## src/rtl/rcsd_pkg.sv

```systemverilog
// shared constants, types and helpers for the rc stick drive dome shaper
`timescale 1ns / 1ps
`default_nettype none

package rcsd_pkg;

   localparam int TIME_BITS      = 32;
   localparam int PULSE_BITS     = 16;
   localparam int CLAMP_BITS     = 11;
   localparam int CMD_BITS       = 8;
   localparam int MAG_BITS       = 7;
   localparam int DOME_MAG_BITS  = 9;
   localparam int GAIN_BITS      = 10;
   localparam int BOOST_BITS     = 15;
   localparam int CURVE_Q_BITS   = 12;

   localparam int ALU_A_BITS     = 33;
   localparam int ALU_B_BITS     = 21;
   localparam int MUL_BITS       = 9;
   localparam int QUO_BITS       = CURVE_Q_BITS;
   localparam int REM_BITS       = ALU_B_BITS + 1;
   localparam int ALU_CNT_BITS   = $clog2(QUO_BITS + 1);

   localparam int CSR_INDEX_BITS = 3;
   localparam int CSR_DATA_BITS  = 10;

   localparam logic [CSR_INDEX_BITS-1:0] CSR_EXPO_POWER      = 3'd0;
   localparam logic [CSR_INDEX_BITS-1:0] CSR_DRIVE_LIMIT     = 3'd1;
   localparam logic [CSR_INDEX_BITS-1:0] CSR_STICK_DEAD_ZONE = 3'd2;
   localparam logic [CSR_INDEX_BITS-1:0] CSR_DOME_DEAD_ZONE  = 3'd3;
   localparam logic [CSR_INDEX_BITS-1:0] CSR_DOME_BOOST      = 3'd4;
   localparam logic [CSR_INDEX_BITS-1:0] CSR_DOME_LIMIT      = 3'd5;
   localparam logic [CSR_INDEX_BITS-1:0] CSR_DOME_LEFT_GAIN  = 3'd6;
   localparam logic [CSR_INDEX_BITS-1:0] CSR_DOME_RIGHT_GAIN = 3'd7;

   localparam logic ALU_MUL = 1'b0;
   localparam logic ALU_DIV = 1'b1;

   localparam logic [CLAMP_BITS-1:0] PULSE_MIN = 11'd1000;
   localparam logic [CLAMP_BITS-1:0] PULSE_MAX = 11'd2000;
   localparam logic [CLAMP_BITS-1:0] PULSE_MID = 11'd1500;

   localparam int STICK_SPAN      = 254;
   localparam int PULSE_SPAN      = 1000;
   localparam int DOME_STEP       = 5;
   localparam int DOME_SPAN       = 100;
   localparam int GAIN_SHIFT      = 8;
   localparam int STICK_FULL      = 127;
   localparam int TURN_CAP        = 100;
   localparam int TURN_CAP_DRIVE  = 40;
   localparam int FLICK_THRESHOLD = 5;
   localparam int FLICK_MS        = 40;

   localparam logic signed [CMD_BITS-1:0] FLICK_SPEED = 8'sd20;

   localparam logic [1:0] EXPO_RESET        = 2'd1;
   localparam logic [MAG_BITS-1:0] DRIVE_LIMIT_RESET = 7'd25;
   localparam logic [2:0] BOOST_RESET       = 3'd2;
   localparam logic [MAG_BITS-1:0] DOME_LIMIT_RESET  = 7'd100;
   localparam logic [GAIN_BITS-1:0] GAIN_RESET      = 10'd256;

   typedef struct packed {
      logic                  start;
      logic                  op;
      logic [ALU_A_BITS-1:0] a;
      logic [ALU_B_BITS-1:0] b;
   } alu_req_type;

   function automatic logic [CLAMP_BITS-1:0] clamp_pulse(input logic [PULSE_BITS-1:0] p);
      logic [CLAMP_BITS-1:0] c;
      if (p < PULSE_BITS'(PULSE_MIN)) begin
         c = PULSE_MIN;
      end else if (p > PULSE_BITS'(PULSE_MAX)) begin
         c = PULSE_MAX;
      end else begin
         c = p[CLAMP_BITS-1:0];
      end
      return c;
   endfunction

   // 127 to the power n
   function automatic logic [ALU_B_BITS-1:0] curve_den(input logic [1:0] n);
      logic [ALU_B_BITS-1:0] d;
      case (n)
         2'd2:    d = 21'd16129;
         2'd3:    d = 21'd2048383;
         default: d = 21'd127;
      endcase
      return d;
   endfunction

endpackage

`default_nettype wire

```

## src/rtl/rc_stick_drive_dome_shaper.sv

```systemverilog
// rc stick shaper top level: frame sequencer, config registers and dome state
//
// Usage:
//   req_* carries one control frame (three pulse widths, kill, ms time).
//   rsp_* returns one command set per frame: drive, turn, dome, dome changed.
//   csr_* writes config register csr_index with csr_data; always ready.
//   User must write only while no frame is in progress; block won't enforce.
//   req_ready is high while the sequencer is idle; a frame may be taken
//   while the previous result still waits in the output register.
//   The time from acceptance to rsp_valid is set by the shared bit-serial
//   ALU: a multiply works one multiplier bit per cycle, a divide one
//   quotient bit per cycle, and a frame runs 13 to 19 of them in turn,
//   more for a larger effective curve exponent n (1..3).
//   Frames do not overlap: the next frame is taken only once the
//   sequencer is back in idle after posting the last result.
//   If the last result still waits with rsp_ready low when the next is done,
//   the sequencer holds in its last step; dome state is not updated until it can post.
//   Reset loads the config defaults, clears the flick state and the last
//   sent dome value, and drops rsp_valid.
`timescale 1ns / 1ps
`default_nettype none

module rc_stick_drive_dome_shaper (
   input  logic                                  clock,
   input  logic                                  reset,
   input  logic                                  req_valid,
   output logic                                  req_ready,
   input  logic [rcsd_pkg::PULSE_BITS-1:0]       req_turn_pulse_us,
   input  logic [rcsd_pkg::PULSE_BITS-1:0]       req_drive_pulse_us,
   input  logic [rcsd_pkg::PULSE_BITS-1:0]       req_dome_pulse_us,
   input  logic                                  req_kill_active,
   input  logic [rcsd_pkg::TIME_BITS-1:0]        req_time_ms,
   output logic                                  rsp_valid,
   input  logic                                  rsp_ready,
   output logic signed [rcsd_pkg::CMD_BITS-1:0]  rsp_drive_cmd,
   output logic signed [rcsd_pkg::CMD_BITS-1:0]  rsp_turn_cmd,
   output logic signed [rcsd_pkg::CMD_BITS-1:0]  rsp_dome_cmd,
   output logic                                  rsp_dome_changed,
   input  logic                                  csr_valid,
   output logic                                  csr_ready,
   input  logic [rcsd_pkg::CSR_INDEX_BITS-1:0]   csr_index,
   input  logic [rcsd_pkg::CSR_DATA_BITS-1:0]    csr_data
);
   import rcsd_pkg::*;

   localparam logic [3:0] S_IDLE      = 4'd0;
   localparam logic [3:0] S_TURN_MUL  = 4'd1;
   localparam logic [3:0] S_TURN_DIV  = 4'd2;
   localparam logic [3:0] S_DRIVE_MUL = 4'd3;
   localparam logic [3:0] S_DRIVE_DIV = 4'd4;
   localparam logic [3:0] S_DOME_DIV  = 4'd5;
   localparam logic [3:0] S_DOME_MUL  = 4'd6;
   localparam logic [3:0] S_SHAPE     = 4'd7;
   localparam logic [3:0] S_CURVE_MUL = 4'd8;
   localparam logic [3:0] S_CURVE_DIV = 4'd9;
   localparam logic [3:0] S_BOOST     = 4'd10;
   localparam logic [3:0] S_FINISH    = 4'd11;

   localparam logic [1:0] SEL_DOME  = 2'd0;
   localparam logic [1:0] SEL_DRIVE = 2'd1;
   localparam logic [1:0] SEL_TURN  = 2'd2;

   // control
   logic [3:0] state_ff, state_in;
   logic       issued_ff, issued_in;
   logic [1:0] sel_ff, sel_in;
   logic [1:0] pow_ff, pow_in;
   logic       rsp_valid_ff, rsp_valid_in;

   // config
   logic [1:0]           expo_ff, expo_in;
   logic [MAG_BITS-1:0]  drive_limit_ff, drive_limit_in;
   logic [MAG_BITS-1:0]  stick_dz_ff, stick_dz_in;
   logic [MAG_BITS-1:0]  dome_dz_ff, dome_dz_in;
   logic [2:0]           boost_ff, boost_in;
   logic [MAG_BITS-1:0]  dome_limit_ff, dome_limit_in;
   logic [GAIN_BITS-1:0] left_gain_ff, left_gain_in;
   logic [GAIN_BITS-1:0] right_gain_ff, right_gain_in;

   // dome state
   logic                        flick_held_ff, flick_held_in;
   logic [TIME_BITS-1:0]        flick_start_ff, flick_start_in;
   logic signed [CMD_BITS-1:0]  last_dome_ff, last_dome_in;

   // frame data
   logic [CLAMP_BITS-1:0]    turn_c_ff, turn_c_in;
   logic [CLAMP_BITS-1:0]    drive_c_ff, drive_c_in;
   logic [CLAMP_BITS-1:0]    dome_c_ff, dome_c_in;
   logic                     kill_ff, kill_in;
   logic [TIME_BITS-1:0]     time_ff, time_in;
   logic [CMD_BITS-1:0]      turn_m_ff, turn_m_in;
   logic [CMD_BITS-1:0]      drive_m_ff, drive_m_in;
   logic [DOME_MAG_BITS-1:0] dome_mag_ff, dome_mag_in;
   logic                     dome_neg_ff, dome_neg_in;
   logic [MAG_BITS-1:0]      turn_mag_ff, turn_mag_in;
   logic                     turn_neg_ff, turn_neg_in;
   logic [MAG_BITS-1:0]      drive_mag_ff, drive_mag_in;
   logic                     drive_neg_ff, drive_neg_in;
   logic [MAG_BITS-1:0]      drive_q_ff, drive_q_in;
   logic [MAG_BITS-1:0]      turn_q_ff, turn_q_in;
   logic [CURVE_Q_BITS-1:0]  dome_q_ff, dome_q_in;

   // result
   logic [CMD_BITS-1:0]         drive_cmd_ff, drive_cmd_in;
   logic [CMD_BITS-1:0]         turn_cmd_ff, turn_cmd_in;
   logic signed [CMD_BITS-1:0]  dome_cmd_ff, dome_cmd_in;
   logic                        changed_ff, changed_in;

   // alu
   alu_req_type            alu_req;
   logic                   alu_start;
   logic                   alu_op;
   logic [ALU_A_BITS-1:0]  alu_a;
   logic [ALU_B_BITS-1:0]  alu_b;
   logic                   alu_busy;
   logic                   alu_done;
   logic [ALU_A_BITS-1:0]  alu_result;

   // datapath helpers
   logic                       req_fire;
   logic                       dome_pos;
   logic [1:0]                 n_eff;
   logic [MUL_BITS-1:0]        curve_mag;
   logic [MAG_BITS-1:0]        curve_lim;
   logic [MAG_BITS-1:0]        drive_abs;
   logic [MAG_BITS-1:0]        turn_abs;
   logic [MAG_BITS-1:0]        drive_shaped;
   logic [MAG_BITS-1:0]        turn_shaped;
   logic                       finish_fire;
   logic [BOOST_BITS-1:0]      curved_mag;
   logic                       released;
   logic [TIME_BITS-1:0]       elapsed;
   logic                       coasting;
   logic signed [CMD_BITS-1:0] last_clamped;
   logic [MAG_BITS-1:0]        dome_sat;
   logic signed [CMD_BITS-1:0] dome_curved;
   logic signed [CMD_BITS-1:0] dome_now;

   assign req_ready   = (state_ff == S_IDLE);
   assign req_fire    = req_valid && req_ready;
   assign csr_ready   = 1'b1;
   assign dome_pos    = (dome_c_ff >= PULSE_MID);
   assign n_eff       = (expo_ff == 2'd0) ? 2'd1 : expo_ff;
   assign finish_fire = !(rsp_valid_ff && !rsp_ready);

   always_comb begin
      curve_mag = MUL_BITS'(dome_mag_ff);
      curve_lim = dome_limit_ff;
      if (sel_ff == SEL_DRIVE) begin
         curve_mag = MUL_BITS'(drive_mag_ff);
         curve_lim = drive_limit_ff;
      end else if (sel_ff == SEL_TURN) begin
         curve_mag = MUL_BITS'(turn_mag_ff);
         curve_lim = drive_limit_ff;
      end
   end

   // dead zone and turn cap
   always_comb begin
      drive_abs = drive_m_ff[CMD_BITS-1] ? MAG_BITS'(-drive_m_ff) : drive_m_ff[MAG_BITS-1:0];
      turn_abs  = turn_m_ff[CMD_BITS-1] ? MAG_BITS'(-turn_m_ff) : turn_m_ff[MAG_BITS-1:0];
      drive_shaped = (drive_abs <= stick_dz_ff) ? '0 : drive_abs;
      turn_shaped  = (turn_abs <= stick_dz_ff) ? '0 : turn_abs;
      if (drive_shaped > MAG_BITS'(TURN_CAP_DRIVE) && turn_shaped > MAG_BITS'(TURN_CAP)) begin
         turn_shaped = MAG_BITS'(TURN_CAP);
      end
   end

   // dome update
   always_comb begin
      curved_mag = kill_ff ? '0 : alu_result[BOOST_BITS-1:0];
      released   = (dome_mag_ff < DOME_MAG_BITS'(dome_dz_ff));
      elapsed    = time_ff - flick_start_ff;
      coasting   = flick_held_ff && (elapsed < TIME_BITS'(FLICK_MS));
      if (last_dome_ff > FLICK_SPEED) begin
         last_clamped = FLICK_SPEED;
      end else if (last_dome_ff < -FLICK_SPEED) begin
         last_clamped = -FLICK_SPEED;
      end else begin
         last_clamped = last_dome_ff;
      end
      dome_sat    = (curved_mag > BOOST_BITS'(STICK_FULL)) ? MAG_BITS'(STICK_FULL)
                                                           : curved_mag[MAG_BITS-1:0];
      dome_curved = dome_neg_ff ? -$signed({1'b0, dome_sat}) : $signed({1'b0, dome_sat});
      if (released) begin
         dome_now = coasting ? last_clamped : '0;
      end else begin
         dome_now = dome_curved;
      end
   end

   // alu operand select
   always_comb begin
      alu_op = ALU_MUL;
      alu_a  = '0;
      alu_b  = '0;
      unique case (state_ff)
         S_TURN_MUL: begin
            alu_a = ALU_A_BITS'(turn_c_ff - PULSE_MIN);
            alu_b = ALU_B_BITS'(STICK_SPAN);
         end
         S_DRIVE_MUL: begin
            alu_a = ALU_A_BITS'(drive_c_ff - PULSE_MIN);
            alu_b = ALU_B_BITS'(STICK_SPAN);
         end
         S_TURN_DIV, S_DRIVE_DIV: begin
            alu_op = ALU_DIV;
            alu_a  = alu_result;
            alu_b  = ALU_B_BITS'(PULSE_SPAN);
         end
         S_DOME_DIV: begin
            alu_op = ALU_DIV;
            alu_a  = dome_pos ? ALU_A_BITS'(dome_c_ff - PULSE_MID)
                              : ALU_A_BITS'(dome_c_ff - PULSE_MIN);
            alu_b  = ALU_B_BITS'(DOME_STEP);
         end
         S_DOME_MUL: begin
            alu_a = dome_pos ? ALU_A_BITS'(right_gain_ff) : ALU_A_BITS'(left_gain_ff);
            alu_b = dome_pos ? ALU_B_BITS'(alu_result[MAG_BITS-1:0])
                             : ALU_B_BITS'(MAG_BITS'(DOME_SPAN) - alu_result[MAG_BITS-1:0]);
         end
         S_CURVE_MUL: begin
            alu_a = (pow_ff == 2'd0) ? ALU_A_BITS'(curve_lim) : alu_result;
            alu_b = ALU_B_BITS'(curve_mag);
         end
         S_CURVE_DIV: begin
            alu_op = ALU_DIV;
            alu_a  = alu_result;
            alu_b  = curve_den(n_eff);
         end
         S_BOOST: begin
            alu_a = ALU_A_BITS'(dome_q_ff);
            alu_b = flick_held_ff ? ALU_B_BITS'(1) : ALU_B_BITS'(boost_ff);
         end
         default: begin
            alu_op = ALU_MUL;
         end
      endcase
   end

   assign alu_req = '{start: alu_start, op: alu_op, a: alu_a, b: alu_b};

   // sequencer and state updates
   always_comb begin
      state_in       = state_ff;
      issued_in      = issued_ff;
      sel_in         = sel_ff;
      pow_in         = pow_ff;
      rsp_valid_in   = rsp_valid_ff;
      alu_start      = 1'b0;
      expo_in        = expo_ff;
      drive_limit_in = drive_limit_ff;
      stick_dz_in    = stick_dz_ff;
      dome_dz_in     = dome_dz_ff;
      boost_in       = boost_ff;
      dome_limit_in  = dome_limit_ff;
      left_gain_in   = left_gain_ff;
      right_gain_in  = right_gain_ff;
      flick_held_in  = flick_held_ff;
      flick_start_in = flick_start_ff;
      last_dome_in   = last_dome_ff;
      turn_c_in      = turn_c_ff;
      drive_c_in     = drive_c_ff;
      dome_c_in      = dome_c_ff;
      kill_in        = kill_ff;
      time_in        = time_ff;
      turn_m_in      = turn_m_ff;
      drive_m_in     = drive_m_ff;
      dome_mag_in    = dome_mag_ff;
      dome_neg_in    = dome_neg_ff;
      turn_mag_in    = turn_mag_ff;
      turn_neg_in    = turn_neg_ff;
      drive_mag_in   = drive_mag_ff;
      drive_neg_in   = drive_neg_ff;
      drive_q_in     = drive_q_ff;
      turn_q_in      = turn_q_ff;
      dome_q_in      = dome_q_ff;
      drive_cmd_in   = drive_cmd_ff;
      turn_cmd_in    = turn_cmd_ff;
      dome_cmd_in    = dome_cmd_ff;
      changed_in     = changed_ff;

      if (rsp_valid_ff && rsp_ready) begin
         rsp_valid_in = 1'b0;
      end

      if (csr_valid && csr_ready) begin
         unique case (csr_index)
            CSR_EXPO_POWER:      expo_in        = csr_data[1:0];
            CSR_DRIVE_LIMIT:     drive_limit_in = csr_data[MAG_BITS-1:0];
            CSR_STICK_DEAD_ZONE: stick_dz_in    = csr_data[MAG_BITS-1:0];
            CSR_DOME_DEAD_ZONE:  dome_dz_in     = csr_data[MAG_BITS-1:0];
            CSR_DOME_BOOST:      boost_in       = csr_data[2:0];
            CSR_DOME_LIMIT:      dome_limit_in  = csr_data[MAG_BITS-1:0];
            CSR_DOME_LEFT_GAIN:  left_gain_in   = csr_data;
            CSR_DOME_RIGHT_GAIN: right_gain_in  = csr_data;
            default:             expo_in        = expo_ff;
         endcase
      end

      unique case (state_ff)
         S_IDLE: begin
            if (req_fire) begin
               turn_c_in  = clamp_pulse(req_turn_pulse_us);
               drive_c_in = clamp_pulse(req_drive_pulse_us);
               dome_c_in  = clamp_pulse(req_dome_pulse_us);
               kill_in    = req_kill_active;
               time_in    = req_time_ms;
               issued_in  = 1'b0;
               state_in   = S_TURN_MUL;
            end
         end
         S_TURN_MUL, S_TURN_DIV, S_DRIVE_MUL, S_DRIVE_DIV, S_DOME_DIV, S_DOME_MUL,
         S_CURVE_MUL, S_CURVE_DIV, S_BOOST: begin
            if (!issued_ff) begin
               alu_start = 1'b1;
               issued_in = 1'b1;
            end else if (alu_done) begin
               issued_in = 1'b0;
               unique case (state_ff)
                  S_TURN_MUL:  state_in = S_TURN_DIV;
                  S_TURN_DIV: begin
                     turn_m_in = alu_result[CMD_BITS-1:0] - CMD_BITS'(STICK_FULL);
                     state_in  = S_DRIVE_MUL;
                  end
                  S_DRIVE_MUL: state_in = S_DRIVE_DIV;
                  S_DRIVE_DIV: begin
                     drive_m_in = alu_result[CMD_BITS-1:0] - CMD_BITS'(STICK_FULL);
                     state_in   = S_DOME_DIV;
                  end
                  S_DOME_DIV:  state_in = S_DOME_MUL;
                  S_DOME_MUL: begin
                     dome_mag_in = alu_result[GAIN_SHIFT +: DOME_MAG_BITS];
                     dome_neg_in = !dome_pos;
                     state_in    = S_SHAPE;
                  end
                  S_CURVE_MUL: begin
                     if (2'(pow_ff + 2'd1) == n_eff) begin
                        pow_in   = 2'd0;
                        state_in = S_CURVE_DIV;
                     end else begin
                        pow_in = 2'(pow_ff + 2'd1);
                     end
                  end
                  S_CURVE_DIV: begin
                     if (sel_ff == SEL_DOME) begin
                        dome_q_in = alu_result[CURVE_Q_BITS-1:0];
                     end else if (sel_ff == SEL_DRIVE) begin
                        drive_q_in = alu_result[MAG_BITS-1:0];
                     end else begin
                        turn_q_in = alu_result[MAG_BITS-1:0];
                     end
                     if (sel_ff == SEL_TURN) begin
                        state_in = S_BOOST;
                     end else begin
                        sel_in   = 2'(sel_ff + 2'd1);
                        state_in = S_CURVE_MUL;
                     end
                  end
                  default: state_in = S_FINISH;
               endcase
            end
         end
         S_SHAPE: begin
            drive_mag_in = drive_shaped;
            drive_neg_in = drive_m_ff[CMD_BITS-1];
            turn_mag_in  = turn_shaped;
            turn_neg_in  = turn_m_ff[CMD_BITS-1];
            sel_in       = SEL_DOME;
            pow_in       = 2'd0;
            state_in     = S_CURVE_MUL;
         end
         S_FINISH: begin
            if (finish_fire) begin
               if (kill_ff) begin
                  drive_cmd_in = '0;
                  turn_cmd_in  = '0;
               end else begin
                  drive_cmd_in = drive_neg_ff ? -{1'b0, drive_q_ff} : {1'b0, drive_q_ff};
                  turn_cmd_in  = turn_neg_ff ? -{1'b0, turn_q_ff} : {1'b0, turn_q_ff};
               end
               dome_cmd_in  = dome_now;
               changed_in   = (dome_now != last_dome_ff);
               last_dome_in = dome_now;
               if (released) begin
                  if (!coasting) begin
                     flick_held_in = 1'b0;
                  end
               end else if (curved_mag >= BOOST_BITS'(FLICK_THRESHOLD)) begin
                  flick_start_in = time_ff;
                  flick_held_in  = 1'b1;
               end
               rsp_valid_in = 1'b1;
               state_in     = S_IDLE;
            end
         end
         default: state_in = S_IDLE;
      endcase
   end

   always_ff @(posedge clock) begin
      if (reset) begin
         state_ff       <= S_IDLE;
         issued_ff      <= 1'b0;
         sel_ff         <= SEL_DOME;
         pow_ff         <= 2'd0;
         rsp_valid_ff   <= 1'b0;
         expo_ff        <= EXPO_RESET;
         drive_limit_ff <= DRIVE_LIMIT_RESET;
         stick_dz_ff    <= '0;
         dome_dz_ff     <= '0;
         boost_ff       <= BOOST_RESET;
         dome_limit_ff  <= DOME_LIMIT_RESET;
         left_gain_ff   <= GAIN_RESET;
         right_gain_ff  <= GAIN_RESET;
         flick_held_ff  <= 1'b0;
         flick_start_ff <= '0;
         last_dome_ff   <= '0;
      end else begin
         state_ff       <= state_in;
         issued_ff      <= issued_in;
         sel_ff         <= sel_in;
         pow_ff         <= pow_in;
         rsp_valid_ff   <= rsp_valid_in;
         expo_ff        <= expo_in;
         drive_limit_ff <= drive_limit_in;
         stick_dz_ff    <= stick_dz_in;
         dome_dz_ff     <= dome_dz_in;
         boost_ff       <= boost_in;
         dome_limit_ff  <= dome_limit_in;
         left_gain_ff   <= left_gain_in;
         right_gain_ff  <= right_gain_in;
         flick_held_ff  <= flick_held_in;
         flick_start_ff <= flick_start_in;
         last_dome_ff   <= last_dome_in;
      end
   end

   always_ff @(posedge clock) begin
      turn_c_ff    <= turn_c_in;
      drive_c_ff   <= drive_c_in;
      dome_c_ff    <= dome_c_in;
      kill_ff      <= kill_in;
      time_ff      <= time_in;
      turn_m_ff    <= turn_m_in;
      drive_m_ff   <= drive_m_in;
      dome_mag_ff  <= dome_mag_in;
      dome_neg_ff  <= dome_neg_in;
      turn_mag_ff  <= turn_mag_in;
      turn_neg_ff  <= turn_neg_in;
      drive_mag_ff <= drive_mag_in;
      drive_neg_ff <= drive_neg_in;
      drive_q_ff   <= drive_q_in;
      turn_q_ff    <= turn_q_in;
      dome_q_ff    <= dome_q_in;
      drive_cmd_ff <= drive_cmd_in;
      turn_cmd_ff  <= turn_cmd_in;
      dome_cmd_ff  <= dome_cmd_in;
      changed_ff   <= changed_in;
   end

   rcsd_serial_alu u_alu (
      .clock      (clock),
      .reset      (reset),
      .alu_req    (alu_req),
      .alu_busy   (alu_busy),
      .alu_done   (alu_done),
      .alu_result (alu_result)
   );

   assign rsp_valid        = rsp_valid_ff;
   assign rsp_drive_cmd    = drive_cmd_ff;
   assign rsp_turn_cmd     = turn_cmd_ff;
   assign rsp_dome_cmd     = dome_cmd_ff;
   assign rsp_dome_changed = changed_ff;

   a_alu_starts: assert property (@(posedge clock) disable iff (reset)
      alu_req.start |=> alu_busy)
      else $error("alu not busy after start");

   a_dome_saturated: assert property (@(posedge clock) disable iff (reset)
      rsp_valid_ff |-> (dome_cmd_ff != 8'sh80))
      else $error("dome command out of range");

   a_kill_zero: assert property (@(posedge clock) disable iff (reset)
      (state_ff == S_FINISH && finish_fire && kill_ff)
      |=> (drive_cmd_ff == '0 && turn_cmd_ff == '0))
      else $error("drive or turn nonzero under kill");

   a_changed_flag: assert property (@(posedge clock) disable iff (reset)
      (state_ff == S_FINISH && finish_fire)
      |=> (changed_ff == (dome_cmd_ff != $past(last_dome_ff))))
      else $error("dome changed flag mismatch");

   a_coast_bound: assert property (@(posedge clock) disable iff (reset)
      (state_ff == S_FINISH && finish_fire && released)
      |=> (dome_cmd_ff <= FLICK_SPEED && dome_cmd_ff >= -FLICK_SPEED))
      else $error("coast speed out of bound");

endmodule

`default_nettype wire

```

## src/rtl/rcsd_serial_alu.sv

```systemverilog
// bit-serial shift-add multiplier and restoring divider shared by the shaper
`timescale 1ns / 1ps
`default_nettype none

module rcsd_serial_alu (
   input  logic                             clock,
   input  logic                             reset,
   input  rcsd_pkg::alu_req_type            alu_req,
   output logic                             alu_busy,
   output logic                             alu_done,
   output logic [rcsd_pkg::ALU_A_BITS-1:0]  alu_result
);
   import rcsd_pkg::*;

   logic [ALU_CNT_BITS-1:0] count_ff, count_in;
   logic                    done_ff, done_in;
   logic                    op_ff, op_in;
   logic [ALU_A_BITS-1:0]   acc_ff, acc_in;
   logic [ALU_A_BITS-1:0]   mcand_ff, mcand_in;
   logic [MUL_BITS-1:0]     mplier_ff, mplier_in;
   logic [REM_BITS-1:0]     rem_ff, rem_in;
   logic [QUO_BITS-1:0]     quo_ff, quo_in;
   logic [ALU_B_BITS-1:0]   div_ff, div_in;
   logic [REM_BITS-1:0]     shifted;
   logic [REM_BITS:0]       diff;

   assign shifted = {rem_ff[REM_BITS-2:0], quo_ff[QUO_BITS-1]};
   assign diff    = {1'b0, shifted} - {2'b00, div_ff};

   always_comb begin
      count_in  = count_ff;
      done_in   = 1'b0;
      op_in     = op_ff;
      acc_in    = acc_ff;
      mcand_in  = mcand_ff;
      mplier_in = mplier_ff;
      rem_in    = rem_ff;
      quo_in    = quo_ff;
      div_in    = div_ff;
      if (alu_req.start) begin
         op_in = alu_req.op;
         if (alu_req.op == ALU_MUL) begin
            count_in  = ALU_CNT_BITS'(MUL_BITS);
            acc_in    = '0;
            mcand_in  = alu_req.a;
            mplier_in = alu_req.b[MUL_BITS-1:0];
         end else begin
            count_in = ALU_CNT_BITS'(QUO_BITS);
            rem_in   = REM_BITS'(alu_req.a >> QUO_BITS);
            quo_in   = alu_req.a[QUO_BITS-1:0];
            div_in   = alu_req.b;
         end
      end else if (count_ff != '0) begin
         count_in = count_ff - 1'b1;
         done_in  = (count_ff == ALU_CNT_BITS'(1));
         if (op_ff == ALU_MUL) begin
            if (mplier_ff[0]) begin
               acc_in = acc_ff + mcand_ff;
            end
            mcand_in  = {mcand_ff[ALU_A_BITS-2:0], 1'b0};
            mplier_in = mplier_ff >> 1;
         end else begin
            if (!diff[REM_BITS]) begin
               rem_in = diff[REM_BITS-1:0];
               quo_in = {quo_ff[QUO_BITS-2:0], 1'b1};
            end else begin
               rem_in = shifted;
               quo_in = {quo_ff[QUO_BITS-2:0], 1'b0};
            end
         end
      end
   end

   always_ff @(posedge clock) begin
      if (reset) begin
         count_ff <= '0;
         done_ff  <= 1'b0;
      end else begin
         count_ff <= count_in;
         done_ff  <= done_in;
      end
   end

   always_ff @(posedge clock) begin
      op_ff     <= op_in;
      acc_ff    <= acc_in;
      mcand_ff  <= mcand_in;
      mplier_ff <= mplier_in;
      rem_ff    <= rem_in;
      quo_ff    <= quo_in;
      div_ff    <= div_in;
   end

   assign alu_busy   = (count_ff != '0);
   assign alu_done   = done_ff;
   assign alu_result = (op_ff == ALU_DIV) ? ALU_A_BITS'(quo_ff) : acc_ff;

endmodule

`default_nettype wire

```

## config.mk

```make
export PLATFORM = sky130hd
export DESIGN_NAME = rc_stick_drive_dome_shaper
export DESIGN_NICKNAME = d
export VERILOG_FILES = /design/src/rtl/rcsd_pkg.sv /design/src/rtl/rc_stick_drive_dome_shaper.sv /design/src/rtl/rcsd_serial_alu.sv
export SDC_FILE = /design/constraint.sdc
export NUM_CORES = 1
export LEC_CHECK = 0
export BUFFER_PORTS_ARGS = -buffer_cell sky130_fd_sc_hd__buf_4
export CORE_UTILIZATION = 55
export CTS_CLUSTER_SIZE = 16
export DETAILED_ROUTE_END_ITERATION = 8
export GPL_TIMING_DRIVEN = 0
export HOLD_SLACK_MARGIN = 0.15
export PLACE_DENSITY = 0.73
export SLEW_MARGIN = 20
export SYNTH_ARGS = -nofsm -noshare
export SYNTH_HDL_FRONTEND = slang
export SYNTH_SLANG_ARGS = --single-unit
```

## constraint.sdc

```tcl
create_clock -name clock -period 5.88 [get_ports clock]
set_input_delay 0.294 -clock clock [delete_from_list [all_inputs] [get_ports clock]]
set_output_delay 0.294 -clock clock [all_outputs]
set_load 0.005 [all_outputs]
```

==> results, run 1 <==
- The leakage component of the power is 9.93 nW.
- STA classifies the critical path endpoint as a flop.
- The final-report hold violation count was 0.
- The clock tree root driver cell is clkbuf_16.
- The cell area after layout is 26400 sq um.
- The maximum buffer depth of the clock tree is 3.
- The area growth from synthesis to layout is 17.4%.
- The worst path required time is 6.20 ns.
- For this run the aggregate overflow at the end of global routing stands at 0.
- The post-synthesis sequential element count is 390.
- The H-tree generated during clock tree synthesis spans 2 levels.
- Setup violations remaining at the end of the flow were counted as 0.
- The worst pin sits at a relative slew slack of 25.8%.
- The share of the Yosys chip area taken by registers is 47.2%.
- The detailed-router iteration count before antenna repair is 6.
- The worst vdd rail ir drop is 0.000379 V.
- Fill cells in the final layout number 3153.
- The number of warnings issued by yosys is 0.
- The aggregate routed wire length is 63000 um.
- The floorplan step set the die height to 204 um.
- The number of max-slew violations in the final report came to 0.
- The cell accounting for the most synthesized area is edfxtp_1.
- Global routing used 30.3% of the available tracks.
- Counting flops with a built-in enable in the synthesized netlist gives 281.
- The placement row count is 73.
- The netlist area before placement is 22500 sq um.
- STA classifies the critical path startpoint as a flop.
- At the placement stage, the worst setup path has a slack of 1.34 ns.
- The area of the core is 40000 sq um.
- The congestion estimate from routability-driven global placement came to 0.944.
- The share of the synthesized area in the top cell type is 37.5%.
- For this run, design rule violations remaining after detail routing come to 0.
- In the post-synthesis netlist, the biggest area contributors are edfxtp_1 (37%), dfxtp_1 (9.7%), ha_1 (6.8%), nand2_1 (5.3%), a21oi_1 (4.9%).
- The net count of the finished layout is 2872.
- The first global-routing pass estimated 98500 um of wire.
- The count of max-cap constraint violations is 0.
- Across all setup checks in the final design, the least slack found is 1.22 ns.
- The number of antenna violations at the first check in global routing came to 1.
- The number of CTS-inserted buffers is 43.
- The clock latency on the worst-skew pair is 0.58 ns.
- The areal power density over the cells is 533 nW/um^2.
- The synthesized net count is 2618.
- The number of vias in the routed layout is 19200.
- The critical setup path kind is flop to flop.
- The clock period minus final worst setup slack is 4.66 ns.
- The combined area of the multi-input logic cells is 11100 sq um.
- Buffers placed on the I/O ports in this run total 122.
- The number of library cell types mapped by synthesis is 82.
- The setup total negative slack is 0 ns.
- In this run the worst path has a maximum fanout of 10.
- The final clock period utilization by the worst path is 79.2%.
- Setup repair after global routing left no endpoint under its margin.
- For this run, asynchronously set or reset flops after synthesis account for 0%.
- The HPWL after detailed placement is 46900 um.
- The slew at the pin closest to its max-slew limit is 1.10 ns.
- The average vias per placed instance is 5.99.
- TritonCTS built the clock tree.
- Across the whole layout, storage elements account for 10600 sq um.
- The CTS sink count is 390.
- The largest delay contributor family on the critical path is compound AO/OA/AOI/OAI gates.
- For this configuration, the core starts out at a cell density of 56.3%.
- The pin count of the biggest net entering global routing is 59.
- The via count of the first global-routing pass is 18500.
- The clock-pin slew on the worst setup and hold paths is 0.06 ns.
- After the first detailed-routing iteration, the DRC count stood at 1655.
- A synthesized cell averages 9.40 sq um.
- Pin placement for this block handled 127 I/O pins.
- The biggest cell delay along the critical path is 0.70 ns.
- The area after detailed placement is 24300 sq um.
- The share of post-route cells with drive strength above 1 is 9.77%.
- The maximum clock skew at final layout is 0.0182 ns.
- Walking the worst path, the cells encountered are inv_1 > ha_1 > fa_1 > nor2b_1 > o21ai_0 > a21boi_0 > o41ai_1 > a2111oi_0 > o41ai_1 > a21oi_1 > nand2b_1 > clkbuf_1 > clkbuf_1 > nand3_1 > o311a_1.
- The instance count of the mapped netlist is 2395.
- In the final routed layout, each cell accounts on average for 19.6 um.
- The worst min-delay path class is primary input to flop.
- Timing would allow up to 0.215 GHz.
- For flop-to-flop paths, the worst setup slack is 1.22 ns.
- The number of nets still failing antenna checks after routing is 0.
- In the synthesized netlist the dominant register cell turns out to be edfxtp_1.
- The flow ran to the end, and the final reports show no timing, DRC or antenna violations.
- The number of buffers and inverters on the critical path is 3.
- The critical path's slowest cell is a2111oi_0.
- Data arrives at the worst endpoint at 4.98 ns.
- The die covers 41700 sq um.
- The die width is 204 um.
==> flip-flops by register name, summed over array words and instances, names as in the netlist, 9 cells and up <==
register         count
u_alu.acc_ff        33
u_alu.mcand_ff      33
flick_start_ff      32
time_ff             32
u_alu.rem_ff        21
u_alu.div_ff        13
dome_q_ff           12
u_alu.quo_ff        12
dome_c_ff           11
drive_c_ff          11
turn_c_ff           11
left_gain_ff        10
right_gain_ff       10
dome_mag_ff          9
u_alu.mplier_ff      9
==> logic make-up (layout without fill, tap and decap cells) <==
logic type,after synthesis,after routing,synth area share [%]
simple gates,875,875,17.9
compound gates,606,606,16.8
flops,390,390,47.2
buf+inv,225,512,3.87
fa+ha+maj,124,124,6.96
xor+xnor,107,107,4.16
mux,67,67,3.06
other cells,1,2,0.0167
==> routing by layer <==
layer	track usage [%]	vias up	wire length, um
li1	-	9171	-
met1	39.8	9107	26400
met2	50.2	808	29800
met3	3.99	142	4340
met4	12.9	0	2450
met5	0	-	0
==> synthesized netlist by cell type, types with 9 or more instances <==
| cell type | instances |
|---|---|
| nand2_1 | 315 |
| edfxtp_1 | 281 |
| nor2_1 | 258 |
| a21oi_1 | 220 |
| inv_1 | 137 |
| ha_1 | 122 |
| o21ai_0 | 110 |
| dfxtp_1 | 109 |
| clkbuf_1 | 70 |
| mux2i_1 | 61 |
| xnor2_1 | 58 |
| nor3_1 | 55 |
| xor2_1 | 49 |
| a31oi_1 | 36 |
| nand3_1 | 35 |
| nor2b_1 | 35 |
| o21a_1 | 34 |
| a21o_1 | 32 |
| nand2b_1 | 31 |
| or2_2 | 26 |
| or3_1 | 26 |
| o211ai_1 | 21 |
| nand4_1 | 17 |
| o31ai_1 | 17 |
| a211oi_1 | 16 |
| o2111ai_1 | 14 |
| o22ai_1 | 13 |
| nor3b_1 | 12 |
| and2_1 | 11 |
| and3_1 | 11 |
| nor4_1 | 11 |
| nand3b_1 | 9 |
==> path summary, 6_finish.rpt <==
path,from,endpoint,cells after the start
max,u_alu.quo_ff[11],u_alu.rem_ff[0],15
min reg2reg,flick_start_ff[30],flick_start_ff[30],2
max reg2reg,u_alu.quo_ff[11],u_alu.rem_ff[0],15
min,csr_data[0],left_gain_ff[0],3
==> layout by cell type, fill, tap and decap left out, types with 21 or more instances in the layout <==
cell type	Yosys	routed
nor3_1	55	53
o211ai_1	21	21
dfxtp_1	109	109
xnor2_1	58	58
a31oi_1	36	36
nor2b_1	35	35
a21o_1	32	32
buf_4	1	124
mux2i_1	61	58
dlygate4sd3_1	0	79
ha_1	122	122
nand2_1	315	314
a21oi_1	220	219
edfxtp_1	281	281
inv_1	137	137
or2_2	26	26
clkbuf_16	0	43
clkbuf_1	70	76
nor2_1	258	255
nand2b_1	31	31
nand3_1	35	35
xor2_1	49	49
o21ai_0	110	110
o21a_1	34	34
or3_1	26	26
==> per-stage QoR <==
| step | std cells | total power, mW | hold WS (ns) | utilization (%) |
|---|---|---|---|---|
| after floorplan | 2395 | 9.21 | 0.393 | - |
| after global placement | 3042 | 11.0 | 0.441 | 60.2 |
| after detailed placement | 3050 | 11.3 | 0.446 | 60.7 |
| after CTS | 3207 | 14.0 | 0.165 | 66.0 |
| after global routing | 3208 | 14.9 | 0.234 | 66.1 |
| final | 3208 | 14.1 | 0.185 | 66.1 |
==> where the power goes <==
part	total (mW)	switching, mW	internal [mW]	leakage (nW)
clock	2.61	1.11	1.50	0.657
combinational	6.90	4.42	2.48	5.79
sequential	4.58	0.362	4.22	3.48
==> repair_timing <==
item                                   4_1_cts  5_1_grt
setup buffers                                0        0
setup endpoints to repair                    0        0
resized for setup                            0        0
hold buffers                                79        0
endpoints found under the hold margin      106        0
==> worst min-delay path: stages <==
cell	delay (ns)
clkbuf_1	0.22
nand2_1	0.13
a21oi_1	0.06
==> area by class of cell <==
| class | instances | area share [%] |
|---|---|---|
| Sequential cell | 390 | 40.2 |
| Antenna cell | 1 | 0.00947 |
| Buffer | 85 | 1.31 |
| Clock buffer | 52 | 4.27 |
| Tap cell | 525 | 2.49 |
| Multi-Input combinational cell | 1780 | 41.9 |
| Timing Repair Buffer | 209 | 7.03 |
| Clock inverter | 26 | 0.776 |
| Inverter | 140 | 1.99 |
Note: power is estimated with default switching activity, not from simulation.
==> run 2: changes to the inputs <==
==> constraint.sdc (replaced) <==
create_clock -name clock -period 4.5 [get_ports clock]
set_input_delay 0.225 -clock clock [delete_from_list [all_inputs] [get_ports clock]]
set_output_delay 0.225 -clock clock [all_outputs]
set_load 0.005 [all_outputs]
==> results, run 2 (synthesized netlist as in run 1, its figures left out) <==
- Status: finished clean (unchanged).
- The number of levels in the clock H-tree is 2 (unchanged).
- The areal power density over the cells is 696 nW/um^2 (was 533 nW/um^2).
- The largest delay contributor family on the critical path was buffers and inverters (was compound AO/OA/AOI/OAI gates).
- The die boundary height was 204 um (unchanged).
- The number of nets still failing antenna checks after routing is 0 (unchanged).
- The least setup slack across all paths after layout is 0.0965 ns (was 1.22 ns).
- The number of antenna violations at the first check in global routing came to 3 (was 1).
- The sequential share of power is 32.4% (was 32.5%).
- The aggregate routed wire length was 63200 um (was 63000 um).
- The via count of the first global-routing pass is 18500 (about the same).
- The DRC violation count after routing is 0 (unchanged).
- The global-route wire length before repair is 98800 um (was 98500 um).
- The setup slack at placement is -0.0371 ns (was 1.34 ns).
- The routability congestion estimate is 0.944 (unchanged).
- The effective utilization at floorplan came to 56.3% (unchanged).
- The clock network fraction of total power was 18.5% (about the same).
- The slew at the pin closest to its max-slew limit was 1.09 ns (was 1.10 ns).
- The count of nets after finishing is 2876 (was 2872).
- Registers with the highest flip-flop counts: u_alu.acc_ff: 33 flops, u_alu.mcand_ff: 33 flops (unchanged).
- The clock period minus final worst setup slack was 4.40 ns (was 4.66 ns).
- The clock tree root driver cell is clkbuf_16 (unchanged).
- The number of failing setup endpoints in the final timing report is 0 (unchanged).
- The startpoint of the most critical hold path is req_drive_pulse_us[11] (was csr_data[0]).
- The proportion of power drawn by combinational gates came to 49.0% (about the same).
- The violation count after the first detailed-routing iteration is 1563 (was 1655).
- Critical path cell sequence: buf_6 > mux2i_1 > clkinv_1 > nor3_1 > and3b_1 > o211ai_2 > nand2_1 > o211ai_1 > o32a_1 > o311a_1 > a211o_1 (was inv_1 > ha_1 > fa_1 > nor2b_1 > o21ai_0 > a21boi_0 > o41ai_1 > a2111oi_0 > o41ai_1 > a21oi_1 > nand2b_1 > clkbuf_1 > clkbuf_1 > nand3_1 > o311a_1).
- The worst-path maximum fanout is 10 (unchanged).
- The worst vdd rail ir drop is 0.000502 V (was 0.000379 V).
- The switching fraction of total power is 41.9% (was 41.8%).
- The fraction of the core area covered by cells at the end of the flow is 66.3% (was 66.1%).
- The hold-critical path depth is 5 (was 3).
- The detailed-router iteration count before antenna repair is 5 (was 6).
- The buffer and inverter count on the worst path is 2 (was 3).
- The clock-pin slew on the worst setup and hold paths is 0.06 ns (about the same).
- The most common library cell in the layout ignoring fill and taps was nand2_1 (unchanged).
- The TritonCTS clock tree is done (unchanged).
- The maximum clock skew at final layout is 0.0194 ns (was 0.0182 ns).
- The final clock period utilization by the worst path is 97.9% (was 79.2%).
- The endpoint of the worst hold-timing path is drive_c_ff[4] (was left_gain_ff[0]).
- The biggest cell delay along the critical path was 0.91 ns (was 0.70 ns).
- The count of max-cap constraint violations is 0 (unchanged).
- The worst reg2reg path depth is 11 (was 15).
- The number of vias in the routed layout is 19300 (was 19200).
- The arrival time at the worst endpoint is 4.72 ns (was 4.98 ns).
- The number of cells in the finished layout apart from fillers is 3213 (was 3208).
- The HPWL after detailed placement is 46900 um (unchanged).
- The total congestion overflow after global routing is 0 (unchanged).
- The remaining max-slew budget at the tightest pin is 25.2% (was 25.8%).
- The critical path's slowest cell is mux2i_1 (was a2111oi_0).
- The leakage component of the power is 9.95 nW (was 9.93 nW).
- The placement row count came to 73 (unchanged).
- The number of buffers inserted by port buffering is 122 (unchanged).
- The boundary pin count is 127 (unchanged).
- The worst min-delay path class is primary input to flop (unchanged).
- The worst path required time was 4.82 ns (was 6.20 ns).
- The highest clock rate was 0.227 GHz (was 0.215 GHz).
- The die outline area came to 41700 sq um (unchanged).
- The reg-to-reg setup timing slack is 0.1 ns (was 1.22 ns).
- The average wire length per cell after detail routing is 19.7 um (was 19.6 um).
- The worst flop-to-flop path startpoint is u_alu.op_ff (was u_alu.quo_ff[11]).
- The layout-stage area growth over the synthesis result is 17.8% (was 17.4%).
- The die width came to 204 um (unchanged).
- The share of post-route cells with drive strength above 1 is 10.1% (was 9.77%).
- The cell-internal power was 10.7 mW (was 8.20 mW).
- The terminus of the critical flop-to-flop path is rsp_dome_changed (was u_alu.rem_ff[0]).
- The critical setup path kind is flop to flop (unchanged).
- The CTS sink count was 390 (unchanged).
- The number of cells in the design after placement is 3050 (unchanged).
- The total routing resource utilization after global routing is 30.3% (about the same).
- Most used cells in the layout excluding fill and tap cells: nand2_1 (314), edfxtp_1 (281), nor2_1 (254) (was nand2_1 (314), edfxtp_1 (281), nor2_1 (255)).
- The final-report hold violation count is 0 (unchanged).
- The average vias per placed instance is 5.99 (about the same).
- The number of CTS-inserted buffers is 43 (unchanged).
- The capturing element type of the critical path is a flop (unchanged).
- The area of the core is 40000 sq um (unchanged).
- The number of max-slew violations in the final report was 0 (unchanged).
- The switching power is 7.73 mW (was 5.89 mW).
- The pin count of the biggest net entering global routing came to 59 (unchanged).
- The nature of the critical path startpoint is a flop (unchanged).
- The maximum buffer depth of the clock tree came to 3 (unchanged).
- The clock latency on the worst-skew pair is 0.58 ns (about the same).
run 2: repair_timing:
action,4_1_cts,5_1_grt
endpoints found under the setup margin,10,20
resized for setup,4,7
hold buffers,83,0
buffers inserted,0,0
hold endpoints to repair,112,0
run 2: worst max-delay path by stage:
stage	start	end	slack, ns	cells past startpoint
floorplan	state_ff[2]	u_alu.quo_ff[0]	0.39	9
global placement	state_ff[1]	u_alu.rem_ff[20]	-1.31	8
detailed placement	u_alu.quo_ff[11]	u_alu.rem_ff[0]	-0.04	15
CTS	u_alu.quo_ff[11]	u_alu.rem_ff[13]	0.04	15
global route	u_alu.quo_ff[11]	u_alu.rem_ff[7]	-0.06	14
finish	u_alu.op_ff	rsp_dome_changed	0.1	11
run 2: per-layer routing:
metal / up-vias / GRT usage (%) / part of all wire, %
met1: 9199 / 39.9 / 42
met3: 134 / 4.00 / 6.8
met4: 0 / 12.7 / 3.6
met2: 745 / 50.3 / 47
met5: - / 0 / 0
li1: 9174 / - / -
run 2: power groups by stage:
stage	logic (mW)	clock network, mW	registers [mW]
6_report	9.05	3.42	5.99
5_1_grt	9.91	3.57	6.06
4_1_cts	8.87	3.45	5.97
3_5_place_dp	8.71	0	6.04
3_3_place_gp	8.20	0	6.09
2_1_floorplan	6.13	0	5.90
run 2: per-stage QoR:
| step | setup TNS (ns) | cell area, sq um | total power [mW] | hold slack [ns] |
|---|---|---|---|---|
| 5_1_grt | -0.160 | 26500 | 19.5 | 0.205 |
| 4_1_cts | 0 | 26500 | 18.3 | 0.153 |
| 6_report | 0 | 26500 | 18.5 | 0.190 |
| 3_5_place_dp | -0.109 | 24300 | 14.7 | 0.404 |
| 3_3_place_gp | -83.86 | 24100 | 14.3 | 0.403 |
| 2_1_floorplan | 0 | 22500 | 12.0 | 0.324 |
run 2: area by class of cell:
class	count	area (sq um)
Sequential cell	390	10600
Multi-Input combinational cell	1780	11100
Inverter	140	526
Clock buffer	52	1130
Fill cell	3149	13500
Antenna cell	2	5.00
Clock inverter	26	205
Tap cell	525	657
Timing Repair Buffer	213	1900
Buffer	85	349
run 2: worst register-to-register path, delay by kind of cell, from the launching register on:
| kind | cells | cell delay (ns) |
|---|---|---|
| buf+inv | 2 | 1.05 |
| mux | 1 | 0.91 |
| flops | 1 | 0.43 |
| compound gates | 5 | 1.01 |
| simple gates | 3 | 0.75 |
==> run 3: changes to the inputs <==
--- a/config.mk
+++ b/config.mk
@@ -6,12 +6,13 @@
 export NUM_CORES = 1
 export LEC_CHECK = 0
 export BUFFER_PORTS_ARGS = -buffer_cell sky130_fd_sc_hd__buf_4
+export CORE_ASPECT_RATIO = 1.75
 export CORE_UTILIZATION = 55
 export CTS_CLUSTER_SIZE = 16
 export DETAILED_ROUTE_END_ITERATION = 8
 export GPL_TIMING_DRIVEN = 0
 export HOLD_SLACK_MARGIN = 0.15
-export PLACE_DENSITY = 0.73
+export PLACE_DENSITY = 0.76
 export SLEW_MARGIN = 20
 export SYNTH_ARGS = -nofsm -noshare
 export SYNTH_HDL_FRONTEND = slang
==> constraint.sdc (replaced) <==
create_clock -name clock -period 3.8 [get_ports clock]
set_input_delay 0.19 -clock clock [delete_from_list [all_inputs] [get_ports clock]]
set_output_delay 0.19 -clock clock [all_outputs]
set_load 0.005 [all_outputs]
==> results, run 3 (synthesized netlist as in run 1, its figures left out) <==
- The global-route wire length before repair is 108000 um (was 98800 um).
- The total congestion overflow after global routing is 0 (unchanged).
- The detailed-router iteration count before antenna repair is 8 (was 5).
- The CTS sink count is 390 (unchanged).
- The aggregate routed wire length is 70700 um (was 63200 um).
- The worst reg2reg path depth came to 17 (was 11).
- The critical path's slowest cell is edfxtp_1 (was mux2i_1).
- The least setup slack across all paths after layout came to -0.132 ns (was 0.0965 ns).
- The remaining max-slew budget at the tightest pin is 22.5% (was 25.2%).
- The capturing element type of the critical path is a flop (unchanged).
- The count of max-cap constraint violations is 0 (unchanged).
- The arrival time at the worst endpoint came to 4.22 ns (was 4.72 ns).
- Registers with the highest flip-flop counts: u_alu.acc_ff: 33 flops, u_alu.mcand_ff: 33 flops (unchanged).
- The routability congestion estimate is 0.972 (was 0.944).
- The placement row count came to 97 (was 73).
- The share of post-route cells with drive strength above 1 is 12.5% (was 10.1%).
- The number of buffers inserted by port buffering is 122 (unchanged).
- The overall power came to 22.6 mW (was 18.5 mW).
- The violation count after the first detailed-routing iteration was 1567 (was 1563).
- Setup repair after global routing could not meet its margin everywhere.
- The number of nets still failing antenna checks after routing is 0 (unchanged).
- The number of CTS-inserted buffers is 37 (was 43).
- The maximum buffer depth of the clock tree is 3 (unchanged).
- The reg-to-reg setup timing slack is -0.13 ns (was 0.1 ns).
- The effective utilization at floorplan is 56.0% (was 56.3%).
- The critical setup path kind is flop to flop (unchanged).
- The areal power density over the cells was 838 nW/um^2 (was 696 nW/um^2).
- The number of max-slew violations in the final report is 0 (unchanged).
- The count of inserted antenna diode cells is 0 (was 2).
- The post-route worst hold slack is 0.197 ns (was 0.190 ns).
- The hold-critical path depth is 2 (was 5).
- The number of antenna violations at the first check in global routing is 0 (was 3).
- The maximum clock skew at final layout is 0.0295 ns (was 0.0194 ns).
- The clock latency on the worst-skew pair came to 0.56 ns (was 0.58 ns).
- The number of cells in the finished layout apart from fillers is 3246 (was 3213).
- The die outline area is 41800 sq um (was 41700 sq um).
- The number of vias in the routed layout is 19800 (was 19300).
- The worst vdd rail ir drop came to 0.000540 V (was 0.000502 V).
- The pin count of the biggest net entering global routing was 53 (was 59).
- The area after detailed placement is 24300 sq um (about the same).
- The number of levels in the clock H-tree is 2 (unchanged).
- The layout-stage area growth over the synthesis result was 20.0% (was 17.8%).
- Status: complete, but fails checks (was finished clean).
- The leakage component of the power is 10.1 nW (was 9.95 nW).
- By instance count, the cell type seen most on the critical path is buf_8.
- The worst-path maximum fanout came to 8 (was 10).
- The area of the core is 40200 sq um (was 40000 sq um).
- The cell area after layout is 27000 sq um (was 26500 sq um).
- The nature of the critical path startpoint is a flop (unchanged).
- The highest clock rate came to 0.254 GHz (was 0.227 GHz).
- Critical path cell sequence: buf_8 > mux2_4 > a211o_4 > buf_8 > nor3_4 > or2_4 > ha_4 > nand2_1 > and2_1 > o21ai_0 > o221ai_1 > nand3_2 > buf_4 > o22a_1 > nand4_1 > o311a_1 > a211o_1 (was buf_6 > mux2i_1 > clkinv_1 > nor3_1 > and3b_1 > o211ai_2 > nand2_1 > o211ai_1 > o32a_1 > o311a_1 > a211o_1).
- The HPWL after detailed placement is 52200 um (was 46900 um).
- The worst min-delay path class is primary input to flop (unchanged).
- The average vias per placed instance is 6.09 (was 5.99).
- The count of nets after finishing is 2896 (was 2876).
- The fraction of the core area covered by cells at the end of the flow is 67.2% (was 66.3%).
- The endpoint of the worst hold-timing path was time_ff[24] (was drive_c_ff[4]).
- The boundary pin count was 127 (unchanged).
- The final clock period utilization by the worst path came to 103% (was 97.9%).
- The average wire length per cell after detail routing is 21.8 um (was 19.7 um).
- The via count of the first global-routing pass is 20300 (was 18500).
- The number of cells in the design after placement is 3069 (was 3050).
- Most used cells in the layout excluding fill and tap cells: nand2_1 (313), edfxtp_1 (281), nor2_1 (254) (was nand2_1 (314), edfxtp_1 (281), nor2_1 (254)).
- The startpoint of the most critical hold path is req_valid (was req_drive_pulse_us[11]).
- The clock-pin slew on the worst setup and hold paths is 0.07 ns (was 0.06 ns).
- The die width is 155 um (was 204 um).
- The die boundary height is 270 um (was 204 um).
- The DRC violation count after routing was 0 (unchanged).
- The most common library cell in the layout ignoring fill and taps is nand2_1 (unchanged).
- The TritonCTS clock tree is done (unchanged).
- The slew at the pin closest to its max-slew limit is 1.15 ns (was 1.09 ns).
- The number of failing setup endpoints in the final timing report is 1 (was 0).
- The final reports fail on negative setup slack.
- The clock period minus final worst setup slack is 3.93 ns (was 4.40 ns).
- The worst path required time is 4.09 ns (was 4.82 ns).
- The total routing resource utilization after global routing is 33.9% (was 30.3%).
- The worst flop-to-flop path startpoint is u_alu.op_ff (unchanged).
- The clock tree root driver cell is clkbuf_16 (unchanged).
- The final-report hold violation count is 0 (unchanged).
- The terminus of the critical flop-to-flop path is rsp_dome_changed (unchanged).
- The biggest cell delay along the critical path came to 0.45 ns (was 0.91 ns).
## run 3: cell count changes in the layout (fill, tap and decap cells not counted), sizes merged
| cell | previous run | this run |
|---|---|---|
| buf | 145 | 178 |
| clkinv | 23 | 12 |
| clkbuf | 122 | 114 |
| clkinvlp | 1 | 3 |
| diode | 2 | 0 |
| bufinv | 3 | 4 |
| dlygate4sd3 | 83 | 82 |
## run 3: power breakdown
group | leakage [nW] | switching (mW) | internal, mW | total (mW)
sequential | 3.48 | 0.593 | 6.52 | 7.12
clock | 0.606 | 1.69 | 2.23 | 3.91
combinational | 6.04 | 7.33 | 4.28 | 11.6
## run 3: final cells by class
cell class	count	area, sq um
Buffer	78	340
Clock buffer	50	1050
Clock inverter	18	209
Fill cell	3144	13200
Inverter	140	528
Multi-Input combinational cell	1780	11400
Sequential cell	390	10600
Tap cell	544	681
Timing Repair Buffer	246	2170
## run 3: worst max-delay path, delay by kind of cell (launching register included)
kind / cells / cell delay [ns]
AOI/OAI and AO/OA: 6 / 1.37
and+or+nand+nor: 6 / 0.89
buffers and inverters: 3 / 0.47
DFF: 1 / 0.45
muxes: 1 / 0.34
adders and majority gates: 1 / 0.15
## run 3: what timing repair did
| item | 4_1_cts | 5_1_grt |
|---|---|---|
| pin swaps | 19 | 16 |
| hold buffers | 82 | 0 |
| resized for setup | 58 | 31 |
| endpoints found under the setup margin | 115 | 84 |
| hold endpoints to repair | 109 | 0 |
| buffers inserted | 24 | 10 |
## run 3: worst max path at each step
| stage | cells past startpoint | slack (ns) | from | endpoint |
|---|---|---|---|---|
| after floorplan | 16 | 0.02 | u_alu.op_ff | rsp_dome_changed |
| after global placement | 8 | -0.82 | state_ff[1] | u_alu.rem_ff[13] |
| after detailed placement | 15 | -0.80 | u_alu.quo_ff[11] | u_alu.rem_ff[8] |
| after CTS | 16 | -0.04 | u_alu.op_ff | rsp_dome_changed |
| after global routing | 17 | -0.17 | u_alu.op_ff | rsp_dome_changed |
| final | 17 | -0.13 | u_alu.op_ff | rsp_dome_changed |
## run 3: routing by layer
metal / global-route usage, % / part of all wire [%] / routed length (um)
met5: 0 / 0 / 0
met4: 26.3 / 8.7 / 6180
met3: 4.47 / 5.4 / 3820
met2: 64.3 / 53 / 37800
met1: 32.2 / 32 / 22900
## run 3: stage by stage
stage / setup WS (ns) / setup TNS (ns)
after floorplan: 0.0189 / 0
after global placement: -0.824 / -110.61
after detailed placement: -0.802 / -41.12
after CTS: -0.0444 / -0.0444
after global routing: -0.166 / -0.181
final: -0.132 / -0.132
